==> src/rtl/pts_pkg.sv <==
// Shared types and codes for the periodic task table scheduler.
package pts_pkg;

  typedef enum logic [2:0] {
    OP_ADD      = 3'd0,
    OP_DELETE   = 3'd1,
    OP_SUSPEND  = 3'd2,
    OP_RESUME   = 3'd3,
    OP_TICK     = 3'd4,
    OP_DISPATCH = 3'd5
  } op_t;

  typedef enum logic [1:0] {
    ST_OK    = 2'd0,
    ST_ERROR = 2'd1,
    ST_NONE  = 2'd2
  } status_t;

  typedef enum logic [1:0] {
    S_IDLE  = 2'd0,
    S_TICK  = 2'd1,
    S_FLUSH = 2'd2
  } state_t;

endpackage

==> src/rtl/pts_slot_ram.sv <==
// Period and countdown storage: one write port, one registered read port.
module pts_slot_ram #(
  parameter int DEPTH  = 8,
  parameter int ADDR_W = 3,
  parameter int DATA_W = 32
) (
  input  logic              clk,
  input  logic              we,
  input  logic [ADDR_W-1:0] waddr,
  input  logic [DATA_W-1:0] wdata,
  input  logic [ADDR_W-1:0] raddr,
  output logic [DATA_W-1:0] rdata
);

  logic [DATA_W-1:0] mem [DEPTH];

  always_ff @(posedge clk) begin
    if (we) begin
      mem[waddr] <= wdata;
    end
  end

  always_ff @(posedge clk) begin
    rdata <= mem[raddr];
  end

endmodule

==> src/rtl/periodic_task_table_scheduler.sv <==
// Periodic task table scheduler: slot flags in flops, period/countdown in a RAM.
// Add, delete, suspend, resume, dispatch: result strobe in the cycle after acceptance.
// Tick: the RAM is swept one slot a cycle, read then write back, then a flush state
// follows; the result is registered from the flush state; busy is high until then.
// Sustained rate: one beat per cycle for non-tick operations; none during a tick.
// Synchronous reset clears all slot flags and the scan position; results cannot be stalled.
module periodic_task_table_scheduler #(
  parameter int MAX_TASKS = 8,
  parameter int TIME_BITS = 16
) (
  input  logic        clk,
  input  logic        rst,
  input  logic        start,
  output logic        busy,
  input  logic [2:0]  operation,
  input  logic [3:0]  task_index,
  input  logic [15:0] period,
  input  logic [15:0] start_delay,
  output logic        done,
  output logic [1:0]  status,
  output logic [3:0]  slot_index,
  output logic        one_shot_removed
);

  import pts_pkg::*;

  localparam int IDX_W  = (MAX_TASKS > 1) ? $clog2(MAX_TASKS) : 1;
  localparam int DATA_W = 2 * TIME_BITS;

  function automatic logic [IDX_W-1:0] first_idx(input logic [MAX_TASKS-1:0] v);
    logic [IDX_W-1:0] r;
    r = '0;
    for (int k = MAX_TASKS - 1; k >= 0; k--) begin
      if (v[k]) r = IDX_W'(k);
    end
    return r;
  endfunction

  state_t state, state_next;

  logic [MAX_TASKS-1:0] used, active, ready, one_shot;
  logic [IDX_W-1:0]     scan_position;
  logic [IDX_W-1:0]     cnt;
  logic                 wb_valid;
  logic [IDX_W-1:0]     wb_idx;

  logic                 accept;
  op_t                  op;
  logic                 idx_ok;
  logic [IDX_W-1:0]     idx;
  logic [MAX_TASKS-1:0] free_vec, cand, cand_hi;
  logic                 full, found;
  logic [IDX_W-1:0]     free_idx, pick;
  logic [TIME_BITS-1:0] per_t, dly_t;

  status_t              res_status;
  logic [3:0]           res_slot;
  logic                 res_removed;

  logic                 ram_we;
  logic [IDX_W-1:0]     ram_waddr;
  logic [DATA_W-1:0]    ram_wdata, ram_rdata;
  logic [TIME_BITS-1:0] rd_per, rd_cd, cd_new;
  logic                 wb_live, wb_fire;

  assign accept   = start && !busy;
  assign op       = op_t'(operation);
  assign idx_ok   = {1'b0, task_index} < 5'(MAX_TASKS);
  assign idx      = task_index[IDX_W-1:0];
  assign per_t    = TIME_BITS'(period);
  assign dly_t    = TIME_BITS'(start_delay);

  assign free_vec = ~used;
  assign full     = ~|free_vec;
  assign free_idx = first_idx(free_vec);

  always_comb begin
    cand = used & active & ready;
    for (int k = 0; k < MAX_TASKS; k++) begin
      cand_hi[k] = cand[k] && (IDX_W'(k) >= scan_position);
    end
  end

  assign found = |cand;
  assign pick  = (|cand_hi) ? first_idx(cand_hi) : first_idx(cand);

  always_comb begin
    res_status  = ST_OK;
    res_slot    = 4'd0;
    res_removed = 1'b0;
    case (op)
      OP_ADD: begin
        if (full) begin
          res_status = ST_ERROR;
          res_slot   = 4'(MAX_TASKS);
        end else begin
          res_slot = 4'(free_idx);
        end
      end
      OP_DELETE, OP_SUSPEND, OP_RESUME: begin
        if (!idx_ok) res_status = ST_ERROR;
      end
      OP_TICK: begin
        res_status = ST_OK;
      end
      OP_DISPATCH: begin
        if (found) begin
          res_slot    = 4'(pick);
          res_removed = one_shot[pick];
        end else begin
          res_status = ST_NONE;
        end
      end
      default: begin
        res_status = ST_ERROR;
      end
    endcase
  end

  // tick write-back: reload on zero, then decrement
  assign rd_per  = ram_rdata[DATA_W-1:TIME_BITS];
  assign rd_cd   = ram_rdata[TIME_BITS-1:0];
  assign cd_new  = ((rd_cd == '0) ? rd_per : rd_cd) - TIME_BITS'(1);
  assign wb_live = used[wb_idx] && active[wb_idx];
  assign wb_fire = wb_valid && wb_live;

  always_comb begin
    if (wb_fire) begin
      ram_we    = 1'b1;
      ram_waddr = wb_idx;
      ram_wdata = {rd_per, cd_new};
    end else begin
      ram_we    = accept && (op == OP_ADD) && !full;
      ram_waddr = free_idx;
      ram_wdata = {per_t, dly_t};
    end
  end

  pts_slot_ram #(
    .DEPTH  (MAX_TASKS),
    .ADDR_W (IDX_W),
    .DATA_W (DATA_W)
  ) u_ram (
    .clk   (clk),
    .we    (ram_we),
    .waddr (ram_waddr),
    .wdata (ram_wdata),
    .raddr (cnt),
    .rdata (ram_rdata)
  );

  always_comb begin
    state_next = state;
    case (state)
      S_IDLE:  if (accept && (op == OP_TICK)) state_next = S_TICK;
      S_TICK:  if (cnt == IDX_W'(MAX_TASKS - 1)) state_next = S_FLUSH;
      S_FLUSH: state_next = S_IDLE;
      default: state_next = S_IDLE;
    endcase
  end

  always_comb begin
    case (state)
      S_IDLE:  busy = 1'b0;
      default: busy = 1'b1;
    endcase
  end

  always_ff @(posedge clk) begin
    if (rst) begin
      state    <= S_IDLE;
      cnt      <= '0;
      wb_valid <= 1'b0;
    end else begin
      state    <= state_next;
      wb_valid <= (state == S_TICK);
      wb_idx   <= cnt;
      if (state == S_TICK) cnt <= (cnt == IDX_W'(MAX_TASKS - 1)) ? '0 : cnt + IDX_W'(1);
      else                 cnt <= '0;
    end
  end

  always_ff @(posedge clk) begin
    if (rst) begin
      used          <= '0;
      active        <= '0;
      ready         <= '0;
      one_shot      <= '0;
      scan_position <= '0;
    end else begin
      if (wb_fire && (rd_cd == '0)) ready[wb_idx] <= 1'b1;
      if (accept) begin
        case (op)
          OP_ADD: begin
            if (!full) begin
              used[free_idx]     <= 1'b1;
              active[free_idx]   <= 1'b1;
              ready[free_idx]    <= 1'b0;
              one_shot[free_idx] <= (per_t == '0);
            end
          end
          OP_DELETE: begin
            if (idx_ok) begin
              used[idx]   <= 1'b0;
              active[idx] <= 1'b0;
              ready[idx]  <= 1'b0;
            end
          end
          OP_SUSPEND, OP_RESUME: begin
            if (idx_ok) active[idx] <= (op == OP_RESUME);
          end
          OP_DISPATCH: begin
            if (found) begin
              ready[pick]   <= 1'b0;
              scan_position <= (pick == IDX_W'(MAX_TASKS - 1)) ? '0 : pick + IDX_W'(1);
              if (one_shot[pick]) begin
                used[pick]   <= 1'b0;
                active[pick] <= 1'b0;
              end
            end
          end
          default: ;
        endcase
      end
    end
  end

  always_ff @(posedge clk) begin
    if (rst) begin
      done <= 1'b0;
    end else begin
      done <= (accept && (op != OP_TICK)) || (state == S_FLUSH);
    end
    if (state == S_FLUSH) begin
      status           <= ST_OK;
      slot_index       <= 4'd0;
      one_shot_removed <= 1'b0;
    end else begin
      status           <= res_status;
      slot_index       <= res_slot;
      one_shot_removed <= res_removed;
    end
  end

  a_beat_next: assert property (@(posedge clk) disable iff (rst)
    (accept && (op != OP_TICK)) |=> done)
    else $error("non-tick beat without result");

  a_tick_busy: assert property (@(posedge clk) disable iff (rst)
    (accept && (op == OP_TICK)) |=> (busy && !done))
    else $error("tick beat did not hold busy");

  a_no_done_sweep: assert property (@(posedge clk) disable iff (rst)
    (state == S_TICK) |-> !done)
    else $error("result during tick sweep");

  a_none_clean: assert property (@(posedge clk) disable iff (rst)
    (done && (status == ST_NONE)) |-> ((slot_index == 4'd0) && !one_shot_removed))
    else $error("empty dispatch with payload");

  a_removed_ok: assert property (@(posedge clk) disable iff (rst)
    (done && one_shot_removed) |-> (status == ST_OK))
    else $error("one-shot removal with error status");

endmodule

==> config.mk <==
export PLATFORM = sky130hd
export DESIGN_NAME = periodic_task_table_scheduler
export DESIGN_NICKNAME = d
export VERILOG_FILES = /design/src/rtl/pts_pkg.sv /design/src/rtl/pts_slot_ram.sv /design/src/rtl/periodic_task_table_scheduler.sv
export SDC_FILE = /design/constraint.sdc
export NUM_CORES = 1
export LEC_CHECK = 0
export BUFFER_PORTS_ARGS = -buffer_cell sky130_fd_sc_hd__buf_2
export CAP_MARGIN = 5
export CORE_MARGIN = 4
export CORE_UTILIZATION = 45
export CTS_BUF_LIST = sky130_fd_sc_hd__clkbuf_4 sky130_fd_sc_hd__clkbuf_8 sky130_fd_sc_hd__clkbuf_16
export DETAILED_ROUTE_END_ITERATION = 7
export SETUP_SLACK_MARGIN = 0.15
export SYNTH_ARGS = -nofsm -noshare
export SYNTH_HDL_FRONTEND = slang
export SYNTH_SLANG_ARGS = --single-unit
==> constraint.sdc <==
create_clock -name clk -period 11.1 [get_ports clk]
set_clock_uncertainty 0.1 [all_clocks]
set_input_delay 1.11 -clock clk [delete_from_list [all_inputs] [get_ports clk]]
set_output_delay 1.11 -clock clk [all_outputs]
set_load 0.02 [all_outputs]
==> metrics.cfg, run 1 <==
[status]
status=complete, no violations

[worst_setup_path]
crit_required_ps=11230
critPathMaxFanout=19
crit_path_cell_trace=nor4_1, nor4b_1, and2_1, a21oi_1, ha_1, nand2_1, a211o_1, nor2_1, o2bb2ai_1, a221oi_1, a21oi_1
start_kind=register
crit_buf_inv=0
crit_top_cell=a21oi_1
cp-end-kind=register
reg2reg_slack_ps=7110
max_stage_delay_ps=690
crit_type=register to register
arrival_ps=4120
critPathTopFamily=simple AND/OR/NAND/NOR gates
r2r-end=u_ram.mem[4][6]$_DFFE_PP_
cpMaxStageDelayCell=and2_1
reg2reg_depth=11
timing.rr.start=u_ram.rdata[11]$_DFF_P_

[min_path]
hold-path-cell-count=2
min-delay-start=one_shot[6]$_SDFFE_PP0P_
hp-class=register to register
hold-path-endpoint=one_shot[6]$_SDFFE_PP0P_

[yosys]
yosys.area.top_type=edfxtp_1
synth_top_area_share_pct=52.7
synth_ff_type=edfxtp_1
synthArstFlopShare_pct=0
yosys_warnings=0
ys_ff_latch=340
syn_inst=1012
ys_top_cells_by_area=edfxtp_1, dfxtp_1, mux4_2, mux2_2, a21oi_1
syn-num-nets=1058
synth_edf_count=259
syn-cell-area_um2=14800
ys_seq_area_share_pct=63.7
ys_types=80
avgSynthCellArea_um2=14.6

[grt]
first_global_vias=8956
grt_use_total_pct=19.9
grt_max_degree=67
antenna_found_initial=0
grt_pass1_wl_um=55000
grt-ovfl-total=0

[clock_network]
clock_latency_ps=520
cts-root-buf=clkbuf_16
ctsHoldBuffers=0
numCtsBuffers=36
clkSlewWorstSetupHoldPaths_ps=60
clock-sinks=340
cts_tree=done
ctsResizeCount=0
htree_num_levels=2
max-clock-path-buffers=3
cts_setup_buffers=0

[placement]
placed_cells=1458
io_buffers=50
dpl.hpwl_um=22700
placed_area_um2=15500
gp_congestion=0.939

[sta]
max_freq_mhz=251
whs_ps=383
fin_crit_ps=3990
finalCritPeriodShare_pct=35.9
setup_violations=0
max-slew-margin-rel_pct=28.0
setup_tns_ps=0
rsz0062_at_grt=no
worst_pin_slew_ps=1080
slew_viol_final=0
hold_violations=0

[route]
drt_iter0_markers=862
routed_wl_um=35700
wl_per_cell_um=23.4
via_per_inst=5.95
post-route-drc-count=0
vias=9066
firstDrtPassIters=5
antenna_left=0

[layout]
drive_gt1_share_pct=26.5
num_antenna_cells=0
final_common_cell=edfxtp_1
area_growth_syn_to_layout_pct=12.6
layout_common_cells=edfxtp_1, dfxtp_1, mux2_2
layout.cells.non_filler=1523
nets=1100
fin_area_um2=16600

[power_and_ir_drop]
cellPowerDensity_nw_per_um2=159
switching_power_mw=0.548
p_int_mw=2.09
vdd_ir_drop_max_mv=0.132
p_sw_share_pct=20.8
comb_power_share_pct=3.2
power_leakage_nw=5.29
seq_power_share_pct=52.5
p_total_mw=2.64
power.share.clock_pct=44.4

[floorplanning]
core_um2=32500
initial_core_util_pct=45.5
num_rows=66
ios=51
die_area_um2=35700
dieHeight_um=189
fp.dieW_um=189

[run]
cap_violations=0

## worst reg2reg max path: cells and delay by family (launching register included)
kind / cells / cell delay [ps]
compound gates: 5 / 1140
fa+ha+maj: 1 / 250
simple gates: 5 / 1880
flops: 1 / 350
## synth_stat cells, types with 3 or more instances
master     count
nand3_1       17
a311oi_1      10
o2bb2ai_1      3
nor2_1        68
nor3b_1        5
nor4_1        12
or4_1          3
o21ai_1        3
mux2_2        66
buf_2          7
ha_1           4
xor2_1         8
buf_1          7
buf_4          4
and3_1         6
a221oi_1       7
mux4_2        64
mux2i_1        9
a211oi_1      13
nand2b_1       9
nand2_1       58
and2_1         6
o211a_1        3
edfxtp_1     259
inv_1         12
nor2b_1        8
and4_1         3
o21ai_0       36
o21a_1         4
nand3b_1       3
nor3_1        24
a31oi_1        8
a21o_1         3
nand4_1        3
dfxtp_1       81
or3_1          7
a21oi_1       54
a22oi_1        6
clkbuf_1      37
o2111ai_1      3
o22ai_1       13
xnor2_1        4
o211ai_1       6
## final cells by class
| class | instances | area (µm²) |
|---|---|---|
| multi-input combinational | 601 | 5110 |
| inverter | 14 | 52.6 |
| clock inverter | 14 | 109 |
| clock buffer | 51 | 1040 |
| fill | 2750 | 15800 |
| sequential | 340 | 9410 |
| timing repair buffer | 61 | 333 |
| tap | 442 | 553 |
## state kept, by name, indices dropped and copies added, names as in the netlist
signal	cells
u_ram.mem	256
u_ram.rdata	32
active	8
one_shot	8
ready	8
used	8
slot_index	4
cnt	3
scan_position	3
wb_idx	3
state	2
status	2
done	1
one_shot_removed	1
wb_valid	1
## power groups by stage
stage / clock network (mW) / registers [mW] / logic [mW]
3_3_place_gp: 0 / 1.41 / 0.0816
4_1_cts: 1.19 / 1.38 / 0.0829
2_1_floorplan: 0 / 1.41 / 0.0557
3_5_place_dp: 0 / 1.41 / 0.0826
6_report: 1.17 / 1.38 / 0.0831
5_1_grt: 1.25 / 1.38 / 0.0909
## metal layers
| metal | global-route usage (%) | up-vias | wire length [µm] |
|---|---|---|---|
| li1 | - | 4090 | - |
| met1 | 27.6 | 4655 | 15500 |
| met2 | 33.3 | 266 | 17700 |
| met3 | 2.95 | 55 | 1750 |
| met4 | 4.85 | 0 | 777 |
| met5 | 0 | - | 0 |
## through the flow
step / setup WS [ps] / utilization (%)
after floorplan: 6800 / -
after global placement: 6980 / 47.6
after detailed placement: 6930 / 47.6
after CTS: 7190 / 51.2
after global routing: 6610 / 51.2
final: 7110 / 51.2
## how the worst max path moves through the flow
| stage | startpoint | endpoint | slack, ps | cells after the start |
|---|---|---|---|---|
| finish | u_ram.rdata[11]$_DFF_P_ | u_ram.mem[4][6]$_DFFE_PP_ | 7110 | 11 |
| floorplan | operation[2] | u_ram.mem[5][0]$_DFFE_PP_ | 6800 | 8 |
| global route | u_ram.rdata[11]$_DFF_P_ | u_ram.mem[4][6]$_DFFE_PP_ | 6610 | 11 |
| global placement | operation[2] | u_ram.mem[4][30]$_DFFE_PP_ | 6980 | 8 |
| CTS | u_ram.rdata[11]$_DFF_P_ | u_ram.mem[4][6]$_DFFE_PP_ | 7190 | 11 |
| detailed placement | operation[2] | u_ram.mem[4][30]$_DFFE_PP_ | 6930 | 8 |
## cells by family (layout without fill, tap and decap cells)
logic type      Yosys count  after routing  share of synthesized area, %
flops                   340            340                          63.7
simple gates            244            244                          8.40
compound gates          201            201                          9.25
mux                     140            140                          15.5
buf+inv                  71            140                          2.07
xor+xnor                 12             12                         0.712
fa+ha+maj                 4              4                         0.339
No activity file was read; power rests on OpenSTA's default activity.
==> run 2, diff against run 1 <==
--- a/config.mk
+++ b/config.mk
@@ -5,6 +5,7 @@
 export SDC_FILE = /design/constraint.sdc
 export NUM_CORES = 1
 export LEC_CHECK = 0
+export ABC_AREA = 1
 export BUFFER_PORTS_ARGS = -buffer_cell sky130_fd_sc_hd__buf_2
 export CAP_MARGIN = 5
 export CORE_MARGIN = 4
==> constraint.sdc (replaced) <==
create_clock -name clk -period 4.1 [get_ports clk]
set_clock_uncertainty 0.1 [all_clocks]
set_input_delay 0.41 -clock clk [delete_from_list [all_inputs] [get_ports clk]]
set_output_delay 0.41 -clock clk [all_outputs]
set_load 0.02 [all_outputs]
==> run 2 against run 1 <==
  * Clock-buffer cell count shrank 2
  * Cell area grew 2.6%
  * Utilization grew 0.93 points
  * Highest routed layer unchanged
  * Clock power grew to 2.8 times the previous value
==> metrics.cfg, run 2 <==
[grt]
grt_use_total_pct=22.2
first_global_vias=10665
grt_max_degree=83
grt_pass1_wl_um=62600
antenna_found_initial=0
grt-ovfl-total=0

[layout]
drive_gt1_share_pct=11.9
layout.cells.non_filler=2069
multi_input_area_um2=4880
nets=1647
final_common_cell=nor2_1
area_growth_syn_to_layout_pct=13.9
seqCellArea_um2=9400
reg.largest.list=u_ram.mem (256), u_ram.rdata (32)
fin_area_um2=17000
top_register=u_ram.mem
layout_common_cells=nor2_1, edfxtp_1, o21ai_0
num_antenna_cells=0
largest_register_ffs=256
fillerInstances=3006

[yosys]
ys_types=44
syn-num-nets=1597
ys_ff_latch=340
yosysMostFrequentCell=nor2_1
synth_edf_count=259
synth_ff_type=edfxtp_1
synth_top_area_share_pct=52.0
yosys.area.top_type=edfxtp_1
syn-cell-area_um2=15000
ys_top_cells_by_area=edfxtp_1, dfxtp_1, nor2_1, o21ai_0, nand2_1
yosys_warnings=0
syn_inst=1551
synth_common_cells=nor2_1, edfxtp_1, o21ai_0, nand2_1, inv_1
avgSynthCellArea_um2=9.65
synthArstFlopShare_pct=0
ys_seq_area_share_pct=62.8

[route]
post-route-drc-count=0
vias=11355
drt_iter0_markers=1023
wl_per_cell_um=19.7
via_per_inst=5.49
firstDrtPassIters=5
routed_wl_um=40700
antenna_left=0

[worst_setup_path]
critPathTopFamily=simple AND/OR/NAND/NOR gates
cp-end-kind=register
critPathMaxFanout=15
crit_buf_inv=3
arrival_ps=3610
crit_required_ps=4200
crit_top_cell=inv_1
crit_path_cell_trace=inv_1, nand4_1, nor2_1, nand2_1, o21ai_0, inv_1, ha_1, inv_1, nor3_1, nand3_1, nor2_1, xnor2_1, o21ai_0
reg2reg_slack_ps=590
start_kind=register
crit_type=register to register
cpMaxStageDelayCell=o21ai_0
max_stage_delay_ps=640

[floorplanning]
fp.dieW_um=190
ios=51
initial_core_util_pct=45.8
die_area_um2=36200
dieHeight_um=190
core_um2=32700
num_rows=66

[clock_network]
htree_num_levels=2
ctsHoldBuffers=0
clock-sinks=340
cts-root-buf=clkbuf_16
numCtsBuffers=38
cts_tree=done
ctsResizeCount=0
cts_setup_buffers=0
max-clock-path-buffers=3
clock_latency_ps=550
clkSlewWorstSetupHoldPaths_ps=60

[sta]
setup_violations=0
fin_crit_ps=3510
max_freq_mhz=285
whs_ps=43.6
max-slew-margin-rel_pct=27.3
finalCritPeriodShare_pct=85.7
setup_tns_ps=0
slew_viol_final=0
setup_slack_ps=588
rsz0062_at_grt=no
worst_pin_slew_ps=1080
hold_violations=0

[min_path]
hp-class=input pin to register

[placement]
dp_slack_ps=698
placed_area_um2=15800
dpl.hpwl_um=26300
gp_congestion=1.02
io_buffers=50
placed_cells=2003

[run]
cap_violations=0

[status]
status=complete, no violations

[power_and_ir_drop]
power_leakage_nw=6.41
cellPowerDensity_nw_per_um2=434
vdd_ir_drop_max_mv=0.351

[run 2: path summary, 6_finish.rpt]
check	cells after the start	start	end
hold reg to reg	2	one_shot[6]$_SDFFE_PP0P_	one_shot[6]$_SDFFE_PP0P_
setup / recovery	13	u_ram.rdata[3]$_DFF_P_	u_ram.mem[6][10]$_DFFE_PP_
setup reg to reg	13	u_ram.rdata[3]$_DFF_P_	u_ram.mem[6][10]$_DFFE_PP_
hold / removal	2	rst	done$_SDFF_PP0_
[run 2: area by class of cell]
| type | count | area share [%] |
|---|---|---|
| well taps | 442 | 3.25 |
| repair buffers | 77 | 3.03 |
| inverters | 126 | 2.78 |
| multi-input cells | 1018 | 28.6 |
| clock inverters | 17 | 0.764 |
| flip-flops and latches | 340 | 55.2 |
| clock buffers | 49 | 6.38 |
[run 2: layer usage]
| metal | vias to the layer above | part of all wire, % | track usage [%] |
|---|---|---|---|
| met4 | 0 | 2.5 | 6.46 |
| li1 | 5467 | - | - |
| met2 | 394 | 46 | 35.0 |
| met3 | 75 | 6.2 | 3.08 |
| met5 | - | 0 | 0 |
| met1 | 5419 | 46 | 32.2 |
[run 2: cell families (layout without fill, tap and decap cells)]
logic type	after synthesis	count (layout)	share of synthesized area [%]
fa+ha+maj	4	4	0.334
xor+xnor	10	10	0.585
compound gates	360	360	13.2
flops	340	340	62.8
buf+inv	193	269	5.03
simple gates	644	644	18.0
[run 2: report_power, final]
group          internal [mW]  switching (mW)  total, mW
Clock                   1.94            1.37       3.31
Sequential              3.73          0.0283       3.76
Combinational         0.0992           0.231      0.330
Total                   5.77            1.63       7.40
[run 2: per-stage QoR]
stage / total power, mW / util [%]
6_report: 7.40 / 52.1
5_1_grt: 7.64 / 52.1
4_1_cts: 7.44 / 52.1
3_5_place_dp: 4.16 / 48.4
3_3_place_gp: 4.16 / 48.4
2_1_floorplan: 4.03 / -
